**src/design/lcd_marquee_scroller_defines.svh**
```systemverilog
// Assertion macros used by the marquee scroller sequencer
`ifndef LCD_MARQUEE_SCROLLER_DEFINES_SVH
`define LCD_MARQUEE_SCROLLER_DEFINES_SVH

// Same-cycle implication, checked out of reset
`define LMS_CHECK(label, ante, cons, msg) \
  label: assert property (@(posedge clk) disable iff (!rst_n) (ante) |-> (cons)) \
    else $error(msg);

// Next-cycle implication, checked out of reset
`define LMS_CHECK_NEXT(label, ante, cons, msg) \
  label: assert property (@(posedge clk) disable iff (!rst_n) (ante) |=> (cons)) \
    else $error(msg);

`endif

```
**src/design/lms_pkg.sv**
```systemverilog
// Types and constants for the marquee scroller
package lms_pkg;

  typedef enum logic [2:0] {
    FUNC_CLEAR  = 3'd0,
    FUNC_APPEND = 3'd1,
    FUNC_FINISH = 3'd2,
    FUNC_TICK   = 3'd3,
    FUNC_PAUSE  = 3'd4,
    FUNC_RESUME = 3'd5
  } lms_func_t;

  typedef enum logic [1:0] {
    ST_IDLE,
    ST_FILL,
    ST_CURSOR,
    ST_CHARS
  } lms_state_t;

  typedef struct packed {
    lms_func_t  func;
    logic [7:0] char_byte;
  } lms_in_t;

  typedef struct packed {
    logic       cmd_or_data;
    logic [7:0] lcd_byte;
    logic       last;
  } lms_out_t;

  typedef struct packed {
    logic       row;
    logic [3:0] col;
    logic [4:0] width;
  } lms_cfg_t;

  localparam logic [1:0] CFG_START_ROW    = 2'd0;
  localparam logic [1:0] CFG_START_COL    = 2'd1;
  localparam logic [1:0] CFG_WINDOW_WIDTH = 2'd2;

  localparam logic [4:0] WINDOW_WIDTH_RST = 5'd16;

  localparam logic [7:0] CURSOR_BASE    = 8'h80;
  localparam logic [7:0] ROW_STEP       = 8'h40;
  localparam logic [7:0] SECOND_ROW_CMD = 8'hC0;
  localparam logic [7:0] NEWLINE_CHAR   = 8'h0A;
  localparam logic [7:0] SPACE_CHAR     = 8'h20;

endpackage

```
**src/design/lms_store.sv**
```systemverilog
// Message character store: one write port, one registered read port
module lms_store #(
  parameter int DEPTH = 128,
  parameter int AW    = 7
) (
  input  logic          clk,
  input  logic          we,
  input  logic [AW-1:0] waddr,
  input  logic [7:0]    wdata,
  input  logic [AW-1:0] raddr,
  output logic [7:0]    rdata
);

  logic [7:0] mem [DEPTH];
  logic [7:0] rdata_r;

  always_ff @(posedge clk) begin
    if (we) begin
      mem[waddr] <= wdata;
    end
  end

  always_ff @(posedge clk) begin
    rdata_r <= mem[raddr];
  end

  assign rdata = rdata_r;

endmodule

```
**src/design/lms_ctrl.sv**
```systemverilog
// Sequencer: message bookkeeping, fill and tick runs with one shared position stepper
`include "lcd_marquee_scroller_defines.svh"

module lms_ctrl
  import lms_pkg::*;
#(
  parameter int MSG_DEPTH  = 128,
  parameter int LINE_CHARS = 16,
  parameter int AW         = $clog2(MSG_DEPTH),
  parameter int LW         = $clog2(MSG_DEPTH + 1),
  parameter int CW         = $clog2(LINE_CHARS + 1)
) (
  input  logic          clk,
  input  logic          rst_n,
  input  logic          start,
  input  lms_in_t       in_data,
  input  lms_cfg_t      cfg,
  output logic          busy,
  output logic          out_strobe,
  output lms_out_t      out_data,
  output logic          mem_we,
  output logic [AW-1:0] mem_waddr,
  output logic [7:0]    mem_wdata,
  output logic [AW-1:0] mem_raddr,
  input  logic [7:0]    mem_rdata
);

  localparam logic [7:0]    LINE_W   = 8'(LINE_CHARS);
  localparam logic [LW-1:0] APP_MAX  = LW'(MSG_DEPTH - 3);
  localparam logic [LW-1:0] LEN_MAX  = LW'(MSG_DEPTH);

  lms_state_t    state_r, state_nxt;
  logic [LW-1:0] len_r, len_nxt;
  logic [AW-1:0] scroll_r, scroll_nxt;
  logic [AW-1:0] pos_r, pos_nxt;
  logic [CW-1:0] cnt_r, cnt_nxt;
  logic [1:0]    fill_r, fill_nxt;
  logic          run_r, run_nxt;
  logic          out_valid_r, out_valid_nxt;
  lms_out_t      out_item_r, out_item_nxt;

  logic          accept;
  logic          tick_go;
  logic [7:0]    col_sum;
  logic [CW-1:0] width_c;
  logic [AW-1:0] scroll_clamp;
  logic [AW-1:0] step_op;
  logic [AW:0]   step_sum;
  logic [AW-1:0] step_out;

  assign accept  = start && (state_r == ST_IDLE);
  assign tick_go = accept && (in_data.func == FUNC_TICK) && run_r && (len_r != '0);

  // clamp the window to the visible line
  assign col_sum = 8'(cfg.col) + 8'(cfg.width);
  always_comb begin
    if (8'(cfg.col) >= LINE_W) begin
      width_c = '0;
    end else if (col_sum > LINE_W) begin
      width_c = CW'(LINE_W - 8'(cfg.col));
    end else begin
      width_c = CW'(cfg.width);
    end
  end

  assign scroll_clamp = ((AW+1)'(scroll_r) >= (AW+1)'(len_r)) ? '0 : scroll_r;

  // shared position stepper: advance by one, wrap at message length
  assign step_op  = (state_r == ST_IDLE) ? scroll_clamp : pos_r;
  assign step_sum = (AW+1)'(step_op) + (AW+1)'(1);
  assign step_out = (step_sum >= (AW+1)'(len_r)) ? '0 : step_sum[AW-1:0];

  // next state
  always_comb begin
    state_nxt = state_r;
    unique case (state_r)
      ST_IDLE: begin
        if (accept && (in_data.func == FUNC_FINISH)) begin
          state_nxt = ST_FILL;
        end else if (tick_go) begin
          state_nxt = ST_CURSOR;
        end
      end
      ST_FILL: begin
        if (fill_r == 2'd1) begin
          state_nxt = ST_IDLE;
        end
      end
      ST_CURSOR: begin
        state_nxt = (cnt_r == '0) ? ST_IDLE : ST_CHARS;
      end
      ST_CHARS: begin
        if (cnt_r == CW'(1)) begin
          state_nxt = ST_IDLE;
        end
      end
      default: state_nxt = ST_IDLE;
    endcase
  end

  // datapath and outputs
  always_comb begin
    len_nxt       = len_r;
    scroll_nxt    = scroll_r;
    pos_nxt       = pos_r;
    cnt_nxt       = cnt_r;
    fill_nxt      = fill_r;
    run_nxt       = run_r;
    out_valid_nxt = 1'b0;
    out_item_nxt  = out_item_r;
    mem_we        = 1'b0;
    mem_waddr     = len_r[AW-1:0];
    mem_wdata     = in_data.char_byte;

    unique case (state_r)
      ST_IDLE: begin
        if (accept) begin
          case (in_data.func)
            FUNC_CLEAR: begin
              len_nxt    = '0;
              scroll_nxt = '0;
            end
            FUNC_APPEND: begin
              if (len_r < APP_MAX) begin
                mem_we  = 1'b1;
                len_nxt = len_r + LW'(1);
              end
            end
            FUNC_FINISH: begin
              fill_nxt   = 2'd3;
              scroll_nxt = '0;
            end
            FUNC_TICK: begin
              if (tick_go) begin
                pos_nxt    = scroll_clamp;
                scroll_nxt = step_out;
                cnt_nxt    = width_c;
              end
            end
            FUNC_PAUSE:  run_nxt = 1'b0;
            FUNC_RESUME: run_nxt = 1'b1;
            default: ;
          endcase
        end
      end
      ST_FILL: begin
        mem_wdata = SPACE_CHAR;
        if (len_r < LEN_MAX) begin
          mem_we  = 1'b1;
          len_nxt = len_r + LW'(1);
        end
        fill_nxt = fill_r - 2'd1;
      end
      ST_CURSOR: begin
        out_valid_nxt            = 1'b1;
        out_item_nxt.cmd_or_data = 1'b0;
        out_item_nxt.lcd_byte    = CURSOR_BASE + (cfg.row ? ROW_STEP : 8'h00) + 8'(cfg.col);
        out_item_nxt.last        = (cnt_r == '0);
        pos_nxt                  = step_out;
      end
      ST_CHARS: begin
        out_valid_nxt = 1'b1;
        if (mem_rdata == NEWLINE_CHAR) begin
          out_item_nxt.cmd_or_data = 1'b0;
          out_item_nxt.lcd_byte    = SECOND_ROW_CMD;
        end else begin
          out_item_nxt.cmd_or_data = 1'b1;
          out_item_nxt.lcd_byte    = mem_rdata;
        end
        out_item_nxt.last = (cnt_r == CW'(1));
        pos_nxt           = step_out;
        cnt_nxt           = cnt_r - CW'(1);
      end
      default: ;
    endcase
  end

  // read runs one address ahead of the emitted character
  assign mem_raddr = pos_r;

  always_ff @(posedge clk) begin
    if (!rst_n) begin
      state_r     <= ST_IDLE;
      len_r       <= '0;
      scroll_r    <= '0;
      pos_r       <= '0;
      cnt_r       <= '0;
      fill_r      <= '0;
      run_r       <= 1'b1;
      out_valid_r <= 1'b0;
    end else begin
      state_r     <= state_nxt;
      len_r       <= len_nxt;
      scroll_r    <= scroll_nxt;
      pos_r       <= pos_nxt;
      cnt_r       <= cnt_nxt;
      fill_r      <= fill_nxt;
      run_r       <= run_nxt;
      out_valid_r <= out_valid_nxt;
    end
  end

  always_ff @(posedge clk) begin
    out_item_r <= out_item_nxt;
  end

  assign busy       = (state_r != ST_IDLE);
  assign out_strobe = out_valid_r;
  assign out_data   = out_item_r;

  `LMS_CHECK_NEXT(a_tick_enters_cursor, tick_go, state_r == ST_CURSOR, "tick did not start a run")
  `LMS_CHECK_NEXT(a_cursor_emits_cmd, state_r == ST_CURSOR,
                  out_valid_r && !out_item_r.cmd_or_data, "cursor command missing")
  `LMS_CHECK(a_len_bound, 1'b1, len_r <= LEN_MAX, "message length beyond store depth")
  `LMS_CHECK(a_chars_count, state_r == ST_CHARS, cnt_r != '0, "character run with zero count")
  `LMS_CHECK(a_pos_in_msg, state_r == ST_CURSOR || state_r == ST_CHARS,
             (AW+1)'(pos_r) < (AW+1)'(len_r), "read position outside message")

endmodule

```
**src/design/lcd_marquee_scroller.sv**
```systemverilog
// Marquee scroller top level: configuration registers, store and sequencer
// A tick's cursor command passes the CURSOR state and the output register, then one byte
//   per cycle follows; a tick with window W emits the command and W bytes (W <= LINE_CHARS).
// Finish does up to three store writes while filling; clear, append, pause, resume stay idle.
// Rate is set by the store read port and the position stepper: one character a cycle.
// Synchronous active-low reset: empty message, start at 0, running, window 16 at row 0 col 0.
// Results are strobed for one cycle; the receiver has no backpressure.
module lcd_marquee_scroller
  import lms_pkg::*;
#(
  parameter int MSG_DEPTH  = 128,
  parameter int LINE_CHARS = 16
) (
  input  logic       clk,
  input  logic       rst_n,
  // item channel
  input  logic       start,
  input  lms_in_t    in_data,
  output logic       busy,
  // result channel
  output logic       out_strobe,
  output lms_out_t   out_data,
  // configuration port
  input  logic       cfg_we,
  input  logic [1:0] cfg_index,
  input  logic [4:0] cfg_wdata
);

  localparam int AW = $clog2(MSG_DEPTH);

  lms_cfg_t      cfg_r;
  logic          mem_we;
  logic [AW-1:0] mem_waddr;
  logic [7:0]    mem_wdata;
  logic [AW-1:0] mem_raddr;
  logic [7:0]    mem_rdata;

  // Config registers; writes to the unused index are dropped.
  always_ff @(posedge clk) begin
    if (!rst_n) begin
      cfg_r.row   <= 1'b0;
      cfg_r.col   <= 4'd0;
      cfg_r.width <= WINDOW_WIDTH_RST;
    end else if (cfg_we) begin
      unique case (cfg_index)
        CFG_START_ROW:    cfg_r.row   <= cfg_wdata[0];
        CFG_START_COL:    cfg_r.col   <= cfg_wdata[3:0];
        CFG_WINDOW_WIDTH: cfg_r.width <= cfg_wdata;
        default: ;
      endcase
    end
  end

  // Message characters; entries above the length are never read.
  lms_store #(
    .DEPTH (MSG_DEPTH),
    .AW    (AW)
  ) u_store (
    .clk   (clk),
    .we    (mem_we),
    .waddr (mem_waddr),
    .wdata (mem_wdata),
    .raddr (mem_raddr),
    .rdata (mem_rdata)
  );

  // Sequencer: one item at a time, busy until its run is done.
  lms_ctrl #(
    .MSG_DEPTH  (MSG_DEPTH),
    .LINE_CHARS (LINE_CHARS)
  ) u_ctrl (
    .clk        (clk),
    .rst_n      (rst_n),
    .start      (start),
    .in_data    (in_data),
    .cfg        (cfg_r),
    .busy       (busy),
    .out_strobe (out_strobe),
    .out_data   (out_data),
    .mem_we     (mem_we),
    .mem_waddr  (mem_waddr),
    .mem_wdata  (mem_wdata),
    .mem_raddr  (mem_raddr),
    .mem_rdata  (mem_rdata)
  );

endmodule

```
**config.mk**
```make
export PLATFORM = sky130hd
export DESIGN_NAME = lcd_marquee_scroller
export DESIGN_NICKNAME = d
export VERILOG_FILES = /design/src/design/lms_pkg.sv /design/src/design/lms_store.sv /design/src/design/lms_ctrl.sv /design/src/design/lcd_marquee_scroller.sv
export VERILOG_INCLUDE_DIRS = /design/src /design/src/design
export SDC_FILE = /design/constraint.sdc
export NUM_CORES = 1
export LEC_CHECK = 0
export ABC_AREA = 1
export BUFFER_PORTS_ARGS = -buffer_cell sky130_fd_sc_hd__buf_4
export CAP_MARGIN = 30
export CORE_ASPECT_RATIO = 1.25
export CORE_MARGIN = 3
export CORE_UTILIZATION = 50
export DETAILED_ROUTE_END_ITERATION = 12
export PLACE_DENSITY = 0.64
export SLEW_MARGIN = 20
export SYNTH_ARGS = -nofsm -noshare
export SYNTH_HDL_FRONTEND = slang
export SYNTH_SLANG_ARGS = --single-unit
export TNS_END_PERCENT = 30
```
**constraint.sdc**
```tcl
create_clock -name clk -period 5.1 [get_ports clk]
set_input_delay 0.255 -clock clk [delete_from_list [all_inputs] [get_ports clk]]
set_output_delay 0.255 -clock clk [all_outputs]
set_load 0.005 [all_outputs]
```
==> results of run 1 <==
## cell type report
class                      count  area [µm²]  share of cell area
antenna                        1       2.502          0.00005079
clock buffer                 129        2779             0.05640
clock inverter                61       545.5             0.01107
inverter                      88       355.3            0.007212
multi-input combinational   2163       10880              0.2208
sequential                  1085       32080              0.6511
tap                         1168        1461             0.02966
timing repair buffer         119        1169             0.02372
## worst min-delay path: stages
cell and delay, ns:
buf_4 0.11, inv_1 0.08, nor2_4 0.09
## repair_timing
action | in CTS | in global routing
setup endpoints to repair | 0 | 0
endpoints found under the hold margin | 19 | 0
hold buffers | 19 | 0
## cell families after synthesis
| logic type | Yosys count |
|---|---|
| flops | 1085 |
| compound gates | 1079 |
| simple gates | 1048 |
| buf+inv | 330 |
| fa+ha+maj | 28 |
| xor+xnor | 8 |
## registers in the layout, summed over array words and instances, names as in the netlist
register / flops
u_store.mem: 1024
u_ctrl.out_data: 10
u_ctrl.run_r: 1
u_ctrl.fill_r: 2
u_store.rdata: 8
u_ctrl.cnt_r: 5
u_ctrl.mem_raddr: 7
u_ctrl.len_r: 8
u_ctrl.state_r: 2
u_ctrl.out_strobe: 1
cfg_r: 10
u_ctrl.scroll_r: 7
## worst max path at each step
stage / start / end / slack (ns) / depth (start not counted)
2_1_floorplan: u_ctrl.state_r[1] / u_store.mem[0][0] / 0.63 / 3
3_5_place_dp: u_ctrl.len_r[1] / u_ctrl.mem_raddr[2] / 0.95 / 24
4_1_cts: u_ctrl.len_r[1] / u_ctrl.scroll_r[2] / 0.92 / 24
3_3_place_gp: u_ctrl.len_r[1] / u_ctrl.scroll_r[2] / 0.98 / 24
5_1_grt: u_ctrl.len_r[1] / u_ctrl.mem_raddr[0] / 0.46 / 23
6_report: u_ctrl.len_r[1] / u_ctrl.scroll_r[2] / 0.88 / 24
## where the power goes
group / switching (mW) / leakage, nW / internal (mW)
clock: 3.32 / 1.61 / 4.23
sequential: 0.159 / 9.73 / 10.4
combinational: 4.15 / 4.64 / 1.53
## cell usage in the layout (no fill, tap or decap), types with 11 or more instances in the layout
cell type      count
o22ai_1          258
dlygate4sd3_1     19
inv_1             77
or2_0             12
nor2_1           737
clkbuf_16        106
clkinv_2          19
o21ai_1           28
nand2_1          152
clkinv_1          26
o21bai_1          19
nand3_1           63
ha_1              27
a21oi_1           41
dfxtp_1           47
o21ai_0          598
o211ai_1         115
or2_1             25
buf_4             83
clkbuf_1          19
edfxtp_1        1034
buf_12            15
or2_2             11
## per-layer routing
metal	wire length (µm)	vias to the layer above
met2	56990	1231
met5	0	-
met3	8601	210
met1	47390	14480
li1	-	13190
met4	4374	0
==> results by group, run 1 <==
Run status
  • Outcome: completed

Routing
  • Antenna-violating nets left: 0
  • Routed WL: 117400 µm
  • Initial DRC count: 3253
  • Vias: 29110
  • TritonRoute pass-1 iters: 6
  • Wire length per cell: 24.38 µm
  • Vias/cell: 6.047
  • DRC viols: 0

Pwr
  • Max VDD drop: 0.0006866 V
  • PD cells: 482.4 nW/µm²
  • Lkg Pwr: 15.98 nW
  • Pwr Total: 23.77 mW

Yosys
  • Number of synthesized flops with an enable pin: 1034
  • Synth Register Bits: 1085
  • Share of Yosys cell area claimed by the top area cell type: 0.7011
  • Syn Area/Cell: 12.38 µm²
  • Register area share after synthesis: 0.7242
  • Synth top area cells: edfxtp_1, o21ai_0, nor2_1, o22ai_1, dfxtp_1
  • Top post-synthesis cells by count: edfxtp_1, nor2_1, o21ai_0
  • Synthesized cell area: 44290 µm²
  • Synth Area in Compound Gates: 0.1381
  • Largest family of logic cells by synthesized area: compound AO/OA/AOI/OAI gates
  • Synth warn: 0
  • Top FF cell, synth: edfxtp_1
  • Post-synth top area cell: edfxtp_1
  • Fraction of registers with async set/reset: 0
  • Most frequent cell after synthesis: edfxtp_1
  • Synth cell types: 50
  • Adder-cell share of the synthesized area: 0.008080
  • Mux cell area share after synthesis: 0
  • Syn nets: 3628
  • Simple-Gate Fraction of Synth Area: 0.09660
  • Area share of xor/xnor cells in the synthesized design: 0.001582
  • Cells after Synth: 3578

Clocking
  • Post-CTS setup buffers: 0
  • CTS buffer count: 103
  • H-tree depth: 3
  • # clock sinks: 1085
  • CTS Root Cell: clkbuf_16
  • Post-CTS Resized: 0
  • CTS tree: built
  • Clock slew at reported path FFs: 0.06 ns
  • Max Root-Sink Buffers: 3
  • Worst-Skew Late Latency: 0.67 ns

Place
  • DP Worst Slack: 0.9471 ns
  • DP HPWL: 67650 µm
  • Placer Congestion: 0.8541
  • Placed cells: 4603
  • # port buffers: 33
  • Post-DP Area: 45730 µm²

Timing
  • Worst-margin pin slew: 1.058 ns
  • Max Clock Skew: 0.02868 ns
  • Final hold viol count: 0
  • Fin crit share: 0.8283
  • PnR worst setup slack: 0.8755 ns
  • Fin. max-slew vios: 0
  • Final setup viols: 0
  • RSZ-0062 raised after global routing: false
  • Minimum period implied by the final worst setup slack: 4.224 ns
  • Relative slew margins: 0.2949
  • F_max: 236.7 MHz
  • Final setup TNS: 0 ns
  • WHS: 0.04427 ns

Min path
  • Hold crit path type: primary input to flip-flop
  • Hold Path End: u_store.mem[124][1]
  • Hold Crit Depth: 3
  • HP Start: in_data[1]

Global route
  • GR peak layer: met2
  • Global routing usage on met3: 0.03731
  • Initial antenna violation count: 0
  • Met1 usage: 0.3417
  • Global-route usage over all layers: 0.2498
  • Gr ovfl total: 0
  • Vias in the first global route: 27900
  • GR Util met2: 0.4068
  • First-pass GRT wire length: 175000 µm
  • Pin count of the biggest net entering global routing: 225

Die
  • Row Count: 121
  • Die area: 92200 µm²
  • Starting density of the core: 0.5061
  • Die height: 338.7 µm
  • # IOs: 34
  • DIE WIDTH: 272.2 µm
  • Core area: 87510 µm²

Cells and area
  • Fillers: 7193
  • Fin nets: 3610
  • Final core occ: 0.5631
  • Post-route cell area: 49270 µm²
  • P&R area growth vs syn: 11.26%
  • Ratio of cells with drive above 1 in the final layout: 0.08148
  • Non-filler cells in the finished layout: 4814

Critical path
  • Crit path top cell by count: nand2_1
  • Reg2reg start: u_ctrl.len_r[1]
  • Crit Path Class: flip-flop to flip-flop
  • FF-to-FF End: u_ctrl.scroll_r[2]
  • WP buf/inv: 2
  • CP cell instances: inv_1 -> ha_1 -> nand2_1 -> nor2_1 -> nor2_1 -> nand2_1 -> nand2_1 -> nand4_1 -> nand2_1 -> ha_1 -> nand2_1 -> nor2_1 -> nand3_1 -> and2_1 -> ha_1 -> nand2_1 -> nor2_1 -> nand2_1 -> o211ai_1 -> a21oi_1 -> buf_4 -> and3_1 -> nand2_1 -> a21oi_1
  • Critical path's top delay family: simple AND/OR/NAND/NOR gates
  • Critical Path Slowest Stage Cell: dfxtp_1
  • Reg2Reg Depth: 24
  • R2R Setup Slk: 0.88 ns
  • Slowest cell delay on critical path: 0.53 ns
  • Startpoint types: flip-flop
  • Worst EP arrival: 4.82 ns
  • Critical Path Sink Type: flip-flop
  • WP data required: 5.69 ns
  • Worst-path fanout max: 13

Job
  • Max-Cap Viols: 0
Note: power is estimated with default switching activity, not from simulation.
==> inputs of run 2 (changes only) <==
Settings changed: PLACE_DENSITY 0.64 to 0.67.
Clock period 5.1 ns to 3.8 ns, I/O delays scaled along.
==> run 2 against run 1 <==
Hold slack better by 0.032 ns. Via count is 1.0% higher. Count of clock-buffer cells in the layout is 11 lower. Die area stayed put. Non-clock buffer count is 90 higher. Combinational power is 35% higher. Cell count is 1.6% higher. Wire length is 1.7% lower. Sequential share of layout area is 0.84 points lower. Clock skew is 0.0098 ns lower.
==> results by group, run 2 (synthesis gave the netlist of run 1 again) <==
Timing
  • Worst-margin pin slew: 0.8891 ns
  • Fin crit share: 0.9291
  • Final setup viols: 0
  • F_max: 283.2 MHz
  • Fin. max-slew vios: 0
  • WHS: 0.07665 ns
  • Minimum period implied by the final worst setup slack: 3.531 ns
  • PnR worst setup slack: 0.2693 ns
  • Final hold viol count: 0
  • Max Clock Skew: 0.01884 ns
  • Relative slew margins: 0.4050

Clocking
  • CTS buffer count: 99
  • # clock sinks: 1085
  • CTS Root Cell: clkbuf_16
  • CTS tree: built
  • Max Root-Sink Buffers: 3
  • Worst-Skew Late Latency: 0.67 ns
  • Clock slew at reported path FFs: 0.07 ns
  • H-tree depth: 3

Global route
  • Vias in the first global route: 28090
  • Initial antenna violation count: 0
  • Pin count of the biggest net entering global routing: 136
  • Global-route usage over all layers: 0.2467
  • Gr ovfl total: 0
  • First-pass GRT wire length: 173500 µm

Cells and area
  • Non-filler cells in the finished layout: 4892
  • Most frequent cells in the layout: edfxtp_1, nor2_1, o21ai_0
  • Fin nets: 3697
  • Ratio of cells with drive above 1 in the final layout: 0.1015
  • Biggest register: u_store.mem
  • P&R area growth vs syn: 12.72%
  • Most common cell after layout, fill and taps aside: edfxtp_1
  • Max FFs per register: 1024

Routing
  • Met2 routed WL: 56830 µm
  • Antenna-violating nets left: 0
  • Initial DRC count: 2995
  • Wire length per cell: 23.58 µm
  • Vias/cell: 6.010
  • Routed wl met3: 8751 µm
  • Vias: 29400
  • Routed WL: 115400 µm
  • Uppermost layer routed: met4
  • DRC viols: 0
  • TritonRoute pass-1 iters: 5
  • Wire length on met1: 45200 µm

Place
  • Placer Congestion: 0.9008
  • DP HPWL: 64720 µm
  • DP Worst Slack: 0.1237 ns
  • # port buffers: 33
  • Placed cells: 4685

Die
  • Die area: 92200 µm²
  • Die height: 338.7 µm
  • # IOs: 34
  • Starting density of the core: 0.5061
  • Core area: 87510 µm²
  • Row Count: 121
  • DIE WIDTH: 272.2 µm

Pwr
  • PD cells: 632.6 nW/µm²
  • Max VDD drop: 0.0005448 V
  • Lkg Pwr: 16.42 nW

Run status
  • Outcome: completed

Critical path
  • Worst EP arrival: 4.05 ns
  • WP data required: 4.32 ns
  • Worst-path fanout max: 8
  • Startpoint types: flip-flop
  • Critical Path Sink Type: flip-flop
  • Crit Path Class: flip-flop to flip-flop

Job
  • Max-Cap Viols: 0

Min path
  • Hold crit path type: primary input to flip-flop
[run 2: cell count changes in the layout (fill, tap and decap cells not counted), sizes merged]
| cell | previous run | this run |
|---|---|---|
| buf | 100 | 185 |
| clkbuf | 129 | 118 |
| dlygate4sd3 | 19 | 24 |
| bufinv | 7 | 10 |
| clkinvlp | 6 | 3 |
| clkinv | 51 | 50 |
| inv | 85 | 84 |
| nor2 | 752 | 753 |
[run 2: power by group]
part	internal, mW	switching, mW
Sequential	13.9	0.130
Combinational	2.20	5.49
Clock	5.55	4.28
Total	21.7	9.90
[run 2: what timing repair did]
item,in CTS,in global routing
endpoints found under the hold margin,31,0
hold buffers,24,0
endpoints found under the setup margin,0,14
resized for setup,0,6
buffers inserted,0,4
[run 2: critical path, cell delays in order (launching register included)]
cell      delay (ns)
dfxtp_1         0.39
inv_1           0.13
ha_1            0.33
nand2_1         0.09
a21oi_2         0.08
nor2_4          0.17
nand4_1         0.13
nand2_2         0.11
ha_1            0.17
nand2_1         0.14
nor2_4          0.15
nand3_1         0.12
and2_1          0.20
ha_1            0.27
nand2_1         0.06
nor2_1          0.14
nand2_1         0.07
o211ai_1        0.08
a21oi_1         0.06
buf_4           0.17
buf_4           0.16
nand4_1         0.10
a21oi_1         0.07
[run 2: layout make-up]
cell class / count / area, µm²
Clock buffer: 118 / 2600
Antenna cell: 1 / 2.502
Sequential cell: 1085 / 32080
Tap cell: 1168 / 1461
Clock inverter: 59 / 566.8
Inverter: 88 / 356.6
Multi-Input combinational cell: 2164 / 10910
Fill cell: 7045 / 37590
Timing Repair Buffer: 209 / 1942
[run 2: path summary, 6_finish.rpt]
| kind | cells past startpoint | from | slack [ns] | to |
|---|---|---|---|---|
| max | 22 | u_ctrl.len_r[5] | 0.27 | u_ctrl.scroll_r[5] |
| min | 6 | in_data[9] | 0.08 | u_ctrl.len_r[0] |
| min reg2reg | 1 | u_ctrl.fill_r[0] | 0.47 | u_ctrl.fill_r[0] |
| max reg2reg | 22 | u_ctrl.len_r[5] | 0.27 | u_ctrl.scroll_r[5] |
[run 2: stage by stage]
step | utilization | instance area [µm²] | setup TNS, ns | power [mW]
floorplan | - | 44290 | -597.75 | 19.18
global placement | 0.5306 | 46430 | 0 | 21.77
detailed placement | 0.5308 | 46450 | 0 | 21.89
CTS | 0.5698 | 49860 | 0 | 31.61
global route | 0.5704 | 49920 | -0.08556 | 32.91
finish | 0.5704 | 49920 | 0 | 31.58
[run 2: layer usage]
layer | GRT usage | up-vias
met3 | 0.03525 | 233
li1 | - | 13340
met4 | 0.1028 | 0
met1 | 0.3285 | 14560
met2 | 0.4086 | 1267
met5 | 0 | -
